File: config.mk
export PLATFORM = sky130hd
export DESIGN_NAME = averaging_hysteresis_thermostat_core
export DESIGN_NICKNAME = d
export VERILOG_FILES = /design/src/aht_pkg.sv /design/src/aht_ram.sv /design/src/aht_ctrl.sv /design/src/aht_dp.sv /design/src/averaging_hysteresis_thermostat_core.sv
export SDC_FILE = /design/constraint.sdc
export NUM_CORES = 2
export LEC_CHECK = 0
export ABC_AREA = 1
export BUFFER_PORTS_ARGS = -buffer_cell sky130_fd_sc_hd__buf_4
export CAP_MARGIN = 20
export CORE_MARGIN = 4
export CORE_UTILIZATION = 50
export CTS_BUF_LIST = sky130_fd_sc_hd__clkbuf_16
export DETAILED_ROUTE_END_ITERATION = 16
export GPL_TIMING_DRIVEN = 1
export PLACE_DENSITY = 0.73
export SYNTH_ARGS = -nofsm -noshare
export SYNTH_HDL_FRONTEND = slang
export SYNTH_HIERARCHICAL = 1
export SYNTH_SLANG_ARGS = --single-unit
File: constraint.sdc
create_clock -name clk -period 7.6 [get_ports clk]
set_input_delay 1.14 -clock clk [delete_from_list [all_inputs] [get_ports clk]]
set_output_delay 1.14 -clock clk [all_outputs]
set_load 0.005 [all_outputs]
File: src/aht_pkg.sv
// Shared types and constants for the averaging hysteresis thermostat.
package aht_pkg;

	// Field widths fixed by the item format
	localparam int SAMPLE_W = 14;
	localparam int RAW_W    = 12;
	localparam int SP_W     = 14;
	localparam int DIFF_W   = 12;
	localparam int CORR_W   = 11;
	localparam int MS_W     = 32;
	localparam int FAIL_W   = 8;
	localparam int ACT_W    = 4;
	localparam int CFG_IDX_W = 3;
	localparam int CFG_DAT_W = 32;

	// Configuration register indexes
	localparam logic [CFG_IDX_W-1:0] CFG_SETPOINT   = 3'd0;
	localparam logic [CFG_IDX_W-1:0] CFG_DIFF       = 3'd1;
	localparam logic [CFG_IDX_W-1:0] CFG_CORRECTION = 3'd2;
	localparam logic [CFG_IDX_W-1:0] CFG_DEC_INT    = 3'd3;
	localparam logic [CFG_IDX_W-1:0] CFG_CYC_INT    = 3'd4;
	localparam logic [CFG_IDX_W-1:0] CFG_INIT_DLY   = 3'd5;
	localparam logic [CFG_IDX_W-1:0] CFG_FAIL_LIM   = 3'd6;

	// Register reset values
	localparam logic signed [SP_W-1:0]   SETPOINT_RST = 14'sd11;
	localparam logic [DIFF_W-1:0]        DIFF_RST     = 12'd7;
	localparam logic signed [CORR_W-1:0] CORR_RST     = -11'sd10;
	localparam logic [MS_W-1:0]          DEC_INT_RST  = 32'd10000;
	localparam logic [MS_W-1:0]          CYC_INT_RST  = 32'd300000;
	localparam logic [MS_W-1:0]          INIT_DLY_RST = 32'd30000;
	localparam logic [FAIL_W-1:0]        FAIL_LIM_RST = 8'd4;
	localparam logic [MS_W-1:0]          LAST_ON_RST  = INIT_DLY_RST - CYC_INT_RST;
	localparam logic [FAIL_W-1:0]        FAIL_MAX     = 8'd255;

	// Result action codes
	typedef enum logic [ACT_W-1:0] {
		ACT_NONE        = 4'd0,
		ACT_IN_BAND     = 4'd1,
		ACT_TURNED_ON   = 4'd2,
		ACT_HELD_ON     = 4'd3,
		ACT_CYCLE_WAIT  = 4'd4,
		ACT_TURNED_OFF  = 4'd5,
		ACT_HELD_OFF    = 4'd6,
		ACT_FAIL_COUNT  = 4'd7,
		ACT_FAIL_OFF    = 4'd8
	} action_t;

	// Controller states
	typedef enum logic [2:0] {
		ST_IDLE,
		ST_FETCH,
		ST_UPDATE,
		ST_MUL,
		ST_DECIDE,
		ST_DIV,
		ST_OUT
	} state_t;

	// Controller to datapath commands
	typedef struct packed {
		logic capture;
		logic update;
		logic mul;
		logic decide;
		logic div_step;
		logic out_load;
	} cmd_t;

	// Datapath to controller status
	typedef struct packed {
		logic div_last;
	} stat_t;

endpackage

File: src/aht_ram.sv
// Generic single write port RAM with registered read.
module aht_ram #(
	parameter int WIDTH = 14,
	parameter int DEPTH = 60
) (
	input  logic                                            clk,
	input  logic                                            we,
	input  logic [((DEPTH > 1) ? $clog2(DEPTH) : 1)-1:0]    waddr,
	input  logic [WIDTH-1:0]                                wdata,
	input  logic [((DEPTH > 1) ? $clog2(DEPTH) : 1)-1:0]    raddr,
	output logic [WIDTH-1:0]                                rdata_q
);
	logic [WIDTH-1:0] mem [DEPTH];

	always_ff @(posedge clk) begin
		if (we) begin
			mem[waddr] <= wdata;
		end
		rdata_q <= mem[raddr];
	end

endmodule

File: src/aht_ctrl.sv
// Sequencing state machine for one reading: fetch, update, multiply, decide, divide, output.
module aht_ctrl (
	input  logic            clk,
	input  logic            arst_n,
	input  logic            in_valid,
	output logic            in_stall,
	output logic            out_valid,
	input  logic            out_stall,
	output aht_pkg::cmd_t   cmd,
	input  aht_pkg::stat_t  stat
);
	aht_pkg::state_t state_q, state_nxt;
	logic            out_valid_q;
	logic            out_free;

	// Result register can take a new request when empty or being drained
	assign out_free  = !out_valid_q || !out_stall;
	assign out_valid = out_valid_q;

	// State register
	always_ff @(posedge clk or negedge arst_n) begin
		if (!arst_n) begin
			state_q <= aht_pkg::ST_IDLE;
		end else begin
			state_q <= state_nxt;
		end
	end

	// Next state
	always_comb begin
		state_nxt = state_q;
		unique case (state_q)
			aht_pkg::ST_IDLE: begin
				if (in_valid) state_nxt = aht_pkg::ST_FETCH;
			end
			aht_pkg::ST_FETCH:  state_nxt = aht_pkg::ST_UPDATE;
			aht_pkg::ST_UPDATE: state_nxt = aht_pkg::ST_MUL;
			aht_pkg::ST_MUL:    state_nxt = aht_pkg::ST_DECIDE;
			aht_pkg::ST_DECIDE: state_nxt = aht_pkg::ST_DIV;
			aht_pkg::ST_DIV: begin
				if (stat.div_last) state_nxt = aht_pkg::ST_OUT;
			end
			aht_pkg::ST_OUT: begin
				if (out_free) state_nxt = aht_pkg::ST_IDLE;
			end
			default: state_nxt = aht_pkg::ST_IDLE;
		endcase
	end

	// Commands
	always_comb begin
		cmd      = '0;
		in_stall = 1'b1;
		unique case (state_q)
			aht_pkg::ST_IDLE: begin
				in_stall    = 1'b0;
				cmd.capture = in_valid;
			end
			aht_pkg::ST_FETCH:  ;
			aht_pkg::ST_UPDATE: cmd.update   = 1'b1;
			aht_pkg::ST_MUL:    cmd.mul      = 1'b1;
			aht_pkg::ST_DECIDE: cmd.decide   = 1'b1;
			aht_pkg::ST_DIV:    cmd.div_step = 1'b1;
			aht_pkg::ST_OUT:    cmd.out_load = out_free;
			default: ;
		endcase
	end

	// Output valid flag
	always_ff @(posedge clk or negedge arst_n) begin
		if (!arst_n) begin
			out_valid_q <= 1'b0;
		end else if (cmd.out_load) begin
			out_valid_q <= 1'b1;
		end else if (!out_stall) begin
			out_valid_q <= 1'b0;
		end
	end

endmodule

File: src/aht_dp.sv
// Datapath: config registers, sample window, running sum, thresholds, relay logic, mean divider.
module aht_dp #(
	parameter int WINDOW = 60
) (
	input  logic                                 clk,
	input  logic                                 arst_n,
	input  logic                                 cfg_we,
	input  logic [aht_pkg::CFG_IDX_W-1:0]        cfg_index,
	input  logic [aht_pkg::CFG_DAT_W-1:0]        cfg_data,
	input  logic [aht_pkg::RAW_W-1:0]            raw_temp,
	input  logic                                 read_ok,
	input  logic [aht_pkg::MS_W-1:0]             now_ms,
	input  aht_pkg::cmd_t                        cmd,
	output aht_pkg::stat_t                       stat,
	output logic                                 heat_on,
	output logic signed [aht_pkg::SAMPLE_W-1:0]  mean_temp,
	output logic [aht_pkg::ACT_W-1:0]            action,
	output logic [aht_pkg::MS_W-1:0]             wait_left_ms
);
	localparam int SW     = aht_pkg::SAMPLE_W;
	localparam int MW     = aht_pkg::MS_W;
	localparam int CNT_W  = $clog2(WINDOW + 1);
	localparam int SLOT_W = (WINDOW > 1) ? $clog2(WINDOW) : 1;
	localparam int SUM_W  = SW + CNT_W;
	localparam int PROD_W = SUM_W + 2;
	localparam int DC_W   = $clog2(SUM_W);

	// Configuration registers
	logic signed [aht_pkg::SP_W-1:0]   setpoint_q;
	logic [aht_pkg::DIFF_W-1:0]        diff_q;
	logic signed [aht_pkg::CORR_W-1:0] corr_q;
	logic [MW-1:0]                     dec_int_q;
	logic [MW-1:0]                     cyc_int_q;
	logic [MW-1:0]                     init_dly_q;
	logic [aht_pkg::FAIL_W-1:0]        fail_lim_q;

	// Captured request
	logic [aht_pkg::RAW_W-1:0] raw_q;
	logic                      ok_q;
	logic [MW-1:0]             now_q;

	// Window state
	logic [SLOT_W-1:0]        slot_q;
	logic [CNT_W-1:0]         cnt_q;
	logic signed [SUM_W-1:0]  sum_q;
	logic [aht_pkg::FAIL_W-1:0] fail_q;
	logic [SW-1:0]            old_sample;
	logic signed [SW-1:0]     sample;
	logic                     full;
	logic signed [SUM_W-1:0]  sum_evict;
	logic signed [SUM_W-1:0]  sum_add;

	// Threshold stage
	logic signed [PROD_W-1:0] hi_q, lo_q;
	logic signed [PROD_W-1:0] thr_hi, thr_lo, cnt_ext, sum_ext;
	logic                     due_q;
	logic [MW-1:0]            since_q;

	// Decision state
	logic                     relay_q;
	logic [MW-1:0]            last_dec_q;
	logic [MW-1:0]            last_on_q;
	aht_pkg::action_t         act_q;
	logic [MW-1:0]            wait_q;

	// Divider
	logic [SUM_W-1:0]         quo_q;
	logic [CNT_W-1:0]         rem_q;
	logic                     neg_q;
	logic [DC_W-1:0]          div_cnt_q;
	logic [CNT_W:0]           trial;
	logic [CNT_W:0]           divisor;
	logic [SW-1:0]            quo_lo;

	// Config writes; timing writes re-arm the turn-on reference in the decision block
	always_ff @(posedge clk or negedge arst_n) begin
		if (!arst_n) begin
			setpoint_q <= aht_pkg::SETPOINT_RST;
			diff_q     <= aht_pkg::DIFF_RST;
			corr_q     <= aht_pkg::CORR_RST;
			dec_int_q  <= aht_pkg::DEC_INT_RST;
			cyc_int_q  <= aht_pkg::CYC_INT_RST;
			init_dly_q <= aht_pkg::INIT_DLY_RST;
			fail_lim_q <= aht_pkg::FAIL_LIM_RST;
		end else if (cfg_we) begin
			unique case (cfg_index)
				aht_pkg::CFG_SETPOINT:   setpoint_q <= cfg_data[aht_pkg::SP_W-1:0];
				aht_pkg::CFG_DIFF:       diff_q     <= cfg_data[aht_pkg::DIFF_W-1:0];
				aht_pkg::CFG_CORRECTION: corr_q     <= cfg_data[aht_pkg::CORR_W-1:0];
				aht_pkg::CFG_DEC_INT:    dec_int_q  <= cfg_data;
				aht_pkg::CFG_CYC_INT:    cyc_int_q  <= cfg_data;
				aht_pkg::CFG_INIT_DLY:   init_dly_q <= cfg_data;
				aht_pkg::CFG_FAIL_LIM:   fail_lim_q <= cfg_data[aht_pkg::FAIL_W-1:0];
				default: ;
			endcase
		end
	end

	// Request capture
	always_ff @(posedge clk) begin
		if (cmd.capture) begin
			raw_q <= raw_temp;
			ok_q  <= read_ok;
			now_q <= now_ms;
		end
	end

	// Corrected sample
	assign sample = $signed({2'b00, raw_q}) + $signed({{(SW - aht_pkg::CORR_W){corr_q[aht_pkg::CORR_W-1]}}, corr_q});
	assign full   = (cnt_q == CNT_W'(WINDOW));

	aht_ram #(
		.WIDTH(SW),
		.DEPTH(WINDOW)
	) u_window (
		.clk     (clk),
		.we      (cmd.update && ok_q),
		.waddr   (slot_q),
		.wdata   (sample),
		.raddr   (slot_q),
		.rdata_q (old_sample)
	);

	// Running sum: drop the oldest sample once the window is full
	assign sum_evict = full ? $signed({{(SUM_W - SW){old_sample[SW-1]}}, old_sample}) : '0;
	assign sum_add   = $signed({{(SUM_W - SW){sample[SW-1]}}, sample});

	always_ff @(posedge clk or negedge arst_n) begin
		if (!arst_n) begin
			slot_q <= '0;
			cnt_q  <= '0;
			sum_q  <= '0;
			fail_q <= '0;
		end else if (cmd.update) begin
			if (ok_q) begin
				sum_q  <= sum_q - sum_evict + sum_add;
				slot_q <= (slot_q == SLOT_W'(WINDOW - 1)) ? '0 : slot_q + 1'b1;
				if (!full) cnt_q <= cnt_q + 1'b1;
				fail_q <= '0;
			end else if (fail_q != aht_pkg::FAIL_MAX) begin
				fail_q <= fail_q + 1'b1;
			end
		end
	end

	// Thresholds scaled by count, and elapsed times
	assign thr_lo  = $signed({{(PROD_W - aht_pkg::SP_W){setpoint_q[aht_pkg::SP_W-1]}}, setpoint_q});
	assign thr_hi  = thr_lo + $signed({{(PROD_W - aht_pkg::DIFF_W){1'b0}}, diff_q});
	assign cnt_ext = $signed({{(PROD_W - CNT_W){1'b0}}, cnt_q});
	assign sum_ext = $signed({{(PROD_W - SUM_W){sum_q[SUM_W-1]}}, sum_q});

	always_ff @(posedge clk) begin
		if (cmd.mul) begin
			hi_q    <= thr_hi * cnt_ext;
			lo_q    <= thr_lo * cnt_ext;
			due_q   <= (now_q - last_dec_q) >= dec_int_q;
			since_q <= now_q - last_on_q;
		end
	end

	// Relay decision
	always_ff @(posedge clk or negedge arst_n) begin
		if (!arst_n) begin
			relay_q    <= 1'b0;
			last_dec_q <= '0;
			last_on_q  <= aht_pkg::LAST_ON_RST;
			act_q      <= aht_pkg::ACT_NONE;
			wait_q     <= '0;
		end else if (cfg_we && cfg_index == aht_pkg::CFG_CYC_INT) begin
			last_on_q <= init_dly_q - cfg_data;
		end else if (cfg_we && cfg_index == aht_pkg::CFG_INIT_DLY) begin
			last_on_q <= cfg_data - cyc_int_q;
		end else if (cmd.decide) begin
			act_q  <= aht_pkg::ACT_NONE;
			wait_q <= '0;
			if (ok_q) begin
				if (due_q) begin
					last_dec_q <= now_q;
					if (sum_ext > hi_q) begin
						if (relay_q) begin
							act_q <= aht_pkg::ACT_HELD_ON;
						end else if (since_q < cyc_int_q) begin
							act_q  <= aht_pkg::ACT_CYCLE_WAIT;
							wait_q <= cyc_int_q - since_q;
						end else begin
							act_q     <= aht_pkg::ACT_TURNED_ON;
							relay_q   <= 1'b1;
							last_on_q <= now_q;
						end
					end else if (sum_ext < lo_q) begin
						act_q   <= relay_q ? aht_pkg::ACT_TURNED_OFF : aht_pkg::ACT_HELD_OFF;
						relay_q <= 1'b0;
					end else begin
						act_q <= aht_pkg::ACT_IN_BAND;
					end
				end
			end else if (fail_q > fail_lim_q) begin
				act_q   <= aht_pkg::ACT_FAIL_OFF;
				relay_q <= 1'b0;
			end else begin
				act_q <= aht_pkg::ACT_FAIL_COUNT;
			end
		end
	end

	// Restoring divider: |sum| / count, one quotient bit per cycle
	assign divisor = {1'b0, cnt_q};
	assign trial   = {rem_q, quo_q[SUM_W-1]};

	always_ff @(posedge clk) begin
		if (cmd.decide) begin
			quo_q     <= sum_q[SUM_W-1] ? SUM_W'(-sum_q) : SUM_W'(sum_q);
			rem_q     <= '0;
			neg_q     <= sum_q[SUM_W-1];
			div_cnt_q <= DC_W'(SUM_W - 1);
		end else if (cmd.div_step) begin
			if (trial >= divisor) begin
				rem_q <= CNT_W'(trial - divisor);
				quo_q <= {quo_q[SUM_W-2:0], 1'b1};
			end else begin
				rem_q <= trial[CNT_W-1:0];
				quo_q <= {quo_q[SUM_W-2:0], 1'b0};
			end
			div_cnt_q <= div_cnt_q - 1'b1;
		end
	end

	assign stat.div_last = (div_cnt_q == '0);
	assign quo_lo        = quo_q[SW-1:0];

	// Result register
	always_ff @(posedge clk) begin
		if (cmd.out_load) begin
			heat_on      <= relay_q;
			action       <= act_q;
			wait_left_ms <= wait_q;
			if (cnt_q == '0) begin
				mean_temp <= '0;
			end else begin
				mean_temp <= neg_q ? -$signed(quo_lo) : $signed(quo_lo);
			end
		end
	end

	// Checks
	a_cnt_range: assert property (@(posedge clk) disable iff (!arst_n)
		cnt_q <= CNT_W'(WINDOW)) else $error("sample count beyond window");
	a_slot_range: assert property (@(posedge clk) disable iff (!arst_n)
		slot_q <= SLOT_W'(WINDOW - 1)) else $error("write slot beyond window");
	a_turn_on: assert property (@(posedge clk) disable iff (!arst_n)
		$rose(relay_q) |-> act_q == aht_pkg::ACT_TURNED_ON)
		else $error("relay rose without a turn-on decision");
	a_fail_clear: assert property (@(posedge clk) disable iff (!arst_n)
		(cmd.update && ok_q) |=> fail_q == '0) else $error("good read left fail count");
	a_empty_sum: assert property (@(posedge clk) disable iff (!arst_n)
		cnt_q == '0 |-> sum_q == '0) else $error("empty window with nonzero sum");

endmodule

File: src/averaging_hysteresis_thermostat_core.sv
// Top level of the averaging hysteresis thermostat.
// Each request is one sensor reading; a good read is corrected and enters a WINDOW-deep
// window whose running sum drives an on/off relay decision with hysteresis, a minimum
// on-to-on cycle time and an initial delay, while failed reads are counted and can force
// the relay off. One result follows every request. The mean comes from a restoring divider
// that produces one quotient bit per cycle over the width of the window sum, after the
// window memory read, the update and the multiply and decide steps. The result sits in
// an output register, so a held result does not block the next request from being taken;
// that request then waits in its last step until the held result drains.
// The user must write configuration only while no request is in flight; the block
// itself does not enforce this.
module averaging_hysteresis_thermostat_core #(
	parameter int WINDOW = 60
) (
	input  logic                                 clk,
	input  logic                                 arst_n,
	input  logic                                 cfg_we,
	input  logic [aht_pkg::CFG_IDX_W-1:0]        cfg_index,
	input  logic [aht_pkg::CFG_DAT_W-1:0]        cfg_data,
	input  logic                                 in_valid,
	output logic                                 in_stall,
	input  logic [aht_pkg::RAW_W-1:0]            raw_temp,
	input  logic                                 read_ok,
	input  logic [aht_pkg::MS_W-1:0]             now_ms,
	output logic                                 out_valid,
	input  logic                                 out_stall,
	output logic                                 heat_on,
	output logic signed [aht_pkg::SAMPLE_W-1:0]  mean_temp,
	output logic [aht_pkg::ACT_W-1:0]            action,
	output logic [aht_pkg::MS_W-1:0]             wait_left_ms
);
	aht_pkg::cmd_t  cmd;
	aht_pkg::stat_t stat;

	aht_ctrl u_ctrl (
		.clk       (clk),
		.arst_n    (arst_n),
		.in_valid  (in_valid),
		.in_stall  (in_stall),
		.out_valid (out_valid),
		.out_stall (out_stall),
		.cmd       (cmd),
		.stat      (stat)
	);

	aht_dp #(
		.WINDOW(WINDOW)
	) u_dp (
		.clk          (clk),
		.arst_n       (arst_n),
		.cfg_we       (cfg_we),
		.cfg_index    (cfg_index),
		.cfg_data     (cfg_data),
		.raw_temp     (raw_temp),
		.read_ok      (read_ok),
		.now_ms       (now_ms),
		.cmd          (cmd),
		.stat         (stat),
		.heat_on      (heat_on),
		.mean_temp    (mean_temp),
		.action       (action),
		.wait_left_ms (wait_left_ms)
	);

endmodule
==> metrics.log <==
INFO  metric run_status = completed
INFO  metric postSynth.asyncResetShare = 0.213
INFO  metric switching_share = 0.431
INFO  metric hold_class = in2async
INFO  metric cts.reportedPaths.clkPinSlew = around 0.060 ns
INFO  metric met1_length = approximately 90000 µm
INFO  metric tightest_slew = roughly 1.1 ns
INFO  metric final-instance-count-excl-fill = approximately 10k
INFO  metric route.vias.total = slightly below 60k
INFO  metric clock-skew-final = ~0.053 ns
INFO  metric synth.yosys.seq_area_share = 0.521
INFO  metric critical_path.max_stage_delay = around 0.60 ns
INFO  metric setup.worst_path.start_class = flop
INFO  metric nets = slightly below 9k
INFO  metric postCtsHoldBufs = 0
INFO  metric area_growth = 10.3%
INFO  metric post-dp-hpwl = around 150000 µm
INFO  metric dieArea = 155000 µm²
INFO  metric die_y = about 390 µm
INFO  metric cts_tree = built
INFO  metric fill_cells = between 10k and 15k
INFO  metric synthesized_area_divided_by_synthesized_cell_count = between 9 and 10 µm²
INFO  metric comb_power_share = 0.452
INFO  metric yosysMostFrequentCell = nand2_1
INFO  metric slew_violations = 0
INFO  metric critPathRequiredTime = 8.13 ns
INFO  metric top_layer = met4
INFO  metric cts.repair_timing.setup_buffer_count = 0
INFO  metric numCtsBuffers = roughly 140
INFO  metric synthDominantAreaCellType = edfxtp_1
INFO  metric cts_resized = 0
INFO  metric grt_pass1_vias = ~56k
INFO  metric wl_per_cell = ~20 µm
INFO  metric detail_route.wirelength = about 210000 µm
INFO  metric power.leakage = between 30 and 40 nW
INFO  metric dr_wl_met2 = 94300 µm
INFO  metric globalRoute.totalOverflow = 0
INFO  metric finalHoldViolations = 0
INFO  metric clk-insertion-delay-late = around 0.8 ns
INFO  metric timing.final.crit_share = 0.820
INFO  metric final_weighted_congestion_in_routability_driven_placement = ~0.95
INFO  metric grt_util_all_layers = 0.265
INFO  metric unrepaired_setup_endpoints_after_global_routing = no
INFO  metric viasPerCell = about 5.6
INFO  metric synthesis.area = roughly 74000 µm²
INFO  metric crit_path_max_fanout = 8
INFO  metric worst_slew_margin_rel = 0.277
INFO  metric total_negative_setup_slacks = 0 ns
INFO  metric cell_at_the_root_of_the_clock_tree = clkbuf_16
INFO  metric met3WireLength = about 18000 µm
INFO  metric worstSetupEndpointType = flop
INFO  metric remaining_drcs = 0
INFO  metric synth-warning-count = 6
INFO  metric global_route_wire_length_before_repair = roughly 320000 µm
INFO  metric drt.antenna.violating_nets = 0
INFO  metric placed_area = roughly 77000 µm²
INFO  metric power.internal = around 0.018 W
INFO  metric drt_first_iter_violations = between 6k and 7k
INFO  metric worst_ir_drop_vdd = between 0.3 and 0.4 mV
INFO  metric synth_top_area_share = 0.417
INFO  metric cts.path.max_buffers = 3
INFO  metric fin_area = slightly above 80000 µm²
INFO  metric cp.arrival = around 6.8 ns
INFO  metric report.final.setup_viol = 0
INFO  metric postSynthCellCount = around 8k
INFO  metric power_density = 388 nW/µm²
INFO  metric maxCapViolations = 0
INFO  metric place.detailed.instances = between 9k and 10k
INFO  metric synth.top_cells.by_count = nand2_1, edfxtp_1, inv_1
INFO  metric htreeDepth = 4
INFO  metric pin_count_of_the_biggest_net_entering_global_routing = about 230
INFO  metric fmax = 160 MHz
INFO  metric numClockSinks = 1344
INFO  metric initial_utilization = 0.503
INFO  metric synth.ff_latch_count = roughly 1.3k
INFO  metric synth.top_cells.by_area = edfxtp_1, nand2_1, dfrtp_1, ha_1, nand3_1
INFO  metric num_io_pins = between 100 and 150
INFO  metric seq_power_share = 0.334
INFO  metric core = ~150000 µm²
INFO  metric critPathKind = reg2reg
INFO  metric critical_path.slowest_cell = dfstp_2
INFO  metric portBuffers = between 100 and 150
INFO  metric clkPwrFrac = 0.214
INFO  metric drt-pass1-iter-count = 6
INFO  metric rows = 141
INFO  metric antenna_found_initial = 16
INFO  metric postSynthNetCount = 8655
INFO  metric die_width = about 400 µm
INFO  metric layout-drive-gt1-share = 0.0725
INFO  metric synth_edf_count = a little over 1k
INFO  metric power.switching = approximately 0.014 W
INFO  metric final.min_clock_period = approximately 6.2 ns
INFO  metric synth_cell_type_count = just over 60
INFO  metric yosys_most_used_dff = edfxtp_1
==> state kept, by name, summed over array words and instances, names as in the netlist, 12 cells and up <==
name                   count
u_dp/diff_q               12
u_dp/mean_temp            14
u_dp/init_dly_q           32
u_dp/wait_q               32
u_dp/quo_q                20
u_dp/wait_left_ms         32
u_dp/lo_q                 21
u_dp/cyc_int_q            32
u_dp/last_on_q            32
u_dp/dec_int_q            32
u_dp/last_dec_q           32
u_dp/hi_q                 22
u_dp/now_q                32
u_dp/raw_q                12
u_dp/sum_q                20
u_dp/u_window/rdata_q     14
u_dp/u_window/mem        840
u_dp/setpoint_q           14
u_dp/since_q              32
==> cell families (layout without fill, tap and decap cells) <==
family,after synthesis,count (layout),synth area share
AOI/OAI and AO/OA,1038,1038,0.0756
xor gates and xnor gates,203,203,0.0239
adders and majority gates,531,531,0.104
buffers and inverters,1208,1442,0.0682
DFF,1344,1344,0.521
muxes,1,1,0.000151
other,0,3,0
and+or+nand+nor,3714,3714,0.207
==> final cells by class <==
cell class                 count  area [µm²]  area share
antenna                        3        7.51   0.0000914
clock buffer                 146        3650      0.0445
clock inverter               121        1010      0.0123
inverter                     932        3510      0.0428
multi-input combinational   5487       30900       0.376
sequential                  1344       38800       0.472
tap                         1930        2410      0.0294
timing repair buffer         243        1920      0.0233
==> power by group through the flow <==
stage               clock [W]  combinational, W  sequential, W
floorplan                   0            0.0101         0.0104
finish                0.00683            0.0144         0.0106
CTS                   0.00695            0.0142         0.0106
global placement            0            0.0138         0.0108
global route          0.00728            0.0161         0.0107
detailed placement          0            0.0141         0.0108
==> critical path: cells and delay by family (launching register included) <==
family | cells | cell delay [ns]
and+or+nand+nor | 4 | 0.43
xor gates and xnor gates | 2 | 0.36
DFF | 1 | 0.60
AOI/OAI and AO/OA | 7 | 1.30
buffers and inverters | 5 | 0.33
adders and majority gates | 7 | 2.94
==> worst paths after layout <==
| kind | endpoint | from | slack, ns | cells past startpoint |
|---|---|---|---|---|
| setup reg to reg | u_dp/hi_q[18] | u_dp/setpoint_q[0] | 1.37 | 25 |
| setup / recovery | u_dp/hi_q[18] | u_dp/setpoint_q[0] | 1.37 | 25 |
| hold reg to reg | u_dp/wait_left_ms[12] | u_dp/wait_q[12] | 0.45 | 0 |
| min in group clk | u_dp/wait_left_ms[12] | u_dp/wait_q[12] | 0.45 | 0 |
| hold / removal | u_dp/act_q[1] | arst_n | 0.37 | 1 |
| max in group asynchronous | u_dp/slot_q[2] | arst_n | 5.64 | 2 |
==> metrics by stage <==
stage / worst slack, ns / hold slack (ns) / power, W / utilization
3_5_place_dp: 1.35 / 0.434 / 0.0249 / 0.523
4_1_cts: 1.35 / 0.359 / 0.0318 / 0.555
3_3_place_gp: 1.36 / 0.433 / 0.0246 / 0.523
6_report: 1.37 / 0.368 / 0.0319 / 0.556
5_1_grt: 0.833 / 0.393 / 0.0341 / 0.556
2_1_floorplan: 1.74 / 0.420 / 0.0205 / -
==> metal layers <==
metal / track usage / up-vias
met1: 0.382 / 27500
li1: - / 27100
met2: 0.416 / 2620
met4: 0.0846 / 0
met3: 0.0393 / 374
met5: 0 / -
==> layout by cell type, fill, tap and decap left out, types with 9 or more instances in the layout <==
cell type and n:
a21boi_0 12, nand3_1 832, dfstp_2 57, o211ai_1 16, a21oi_1 365, o21ai_0 459, dfxtp_1 25, a21o_1 31
o21ai_1 45, nor2_1 565, fa_1 148, o21bai_1 24, nor4_2 9, nand2_2 9, xor2_1 123, dfrtp_1 225
nor3_1 56, nand2_1 2110, ha_1 381, xnor2_1 72, buf_4 235, or2_2 13, inv_1 956, o21a_1 14
nor2_2 23, nor4_1 12, edfxtp_1 1033, clkinv_2 21, nand4_1 59, a31oi_1 23, clkinv_1 33, clkbuf_16 146
(Power assumes the default switching activity.)
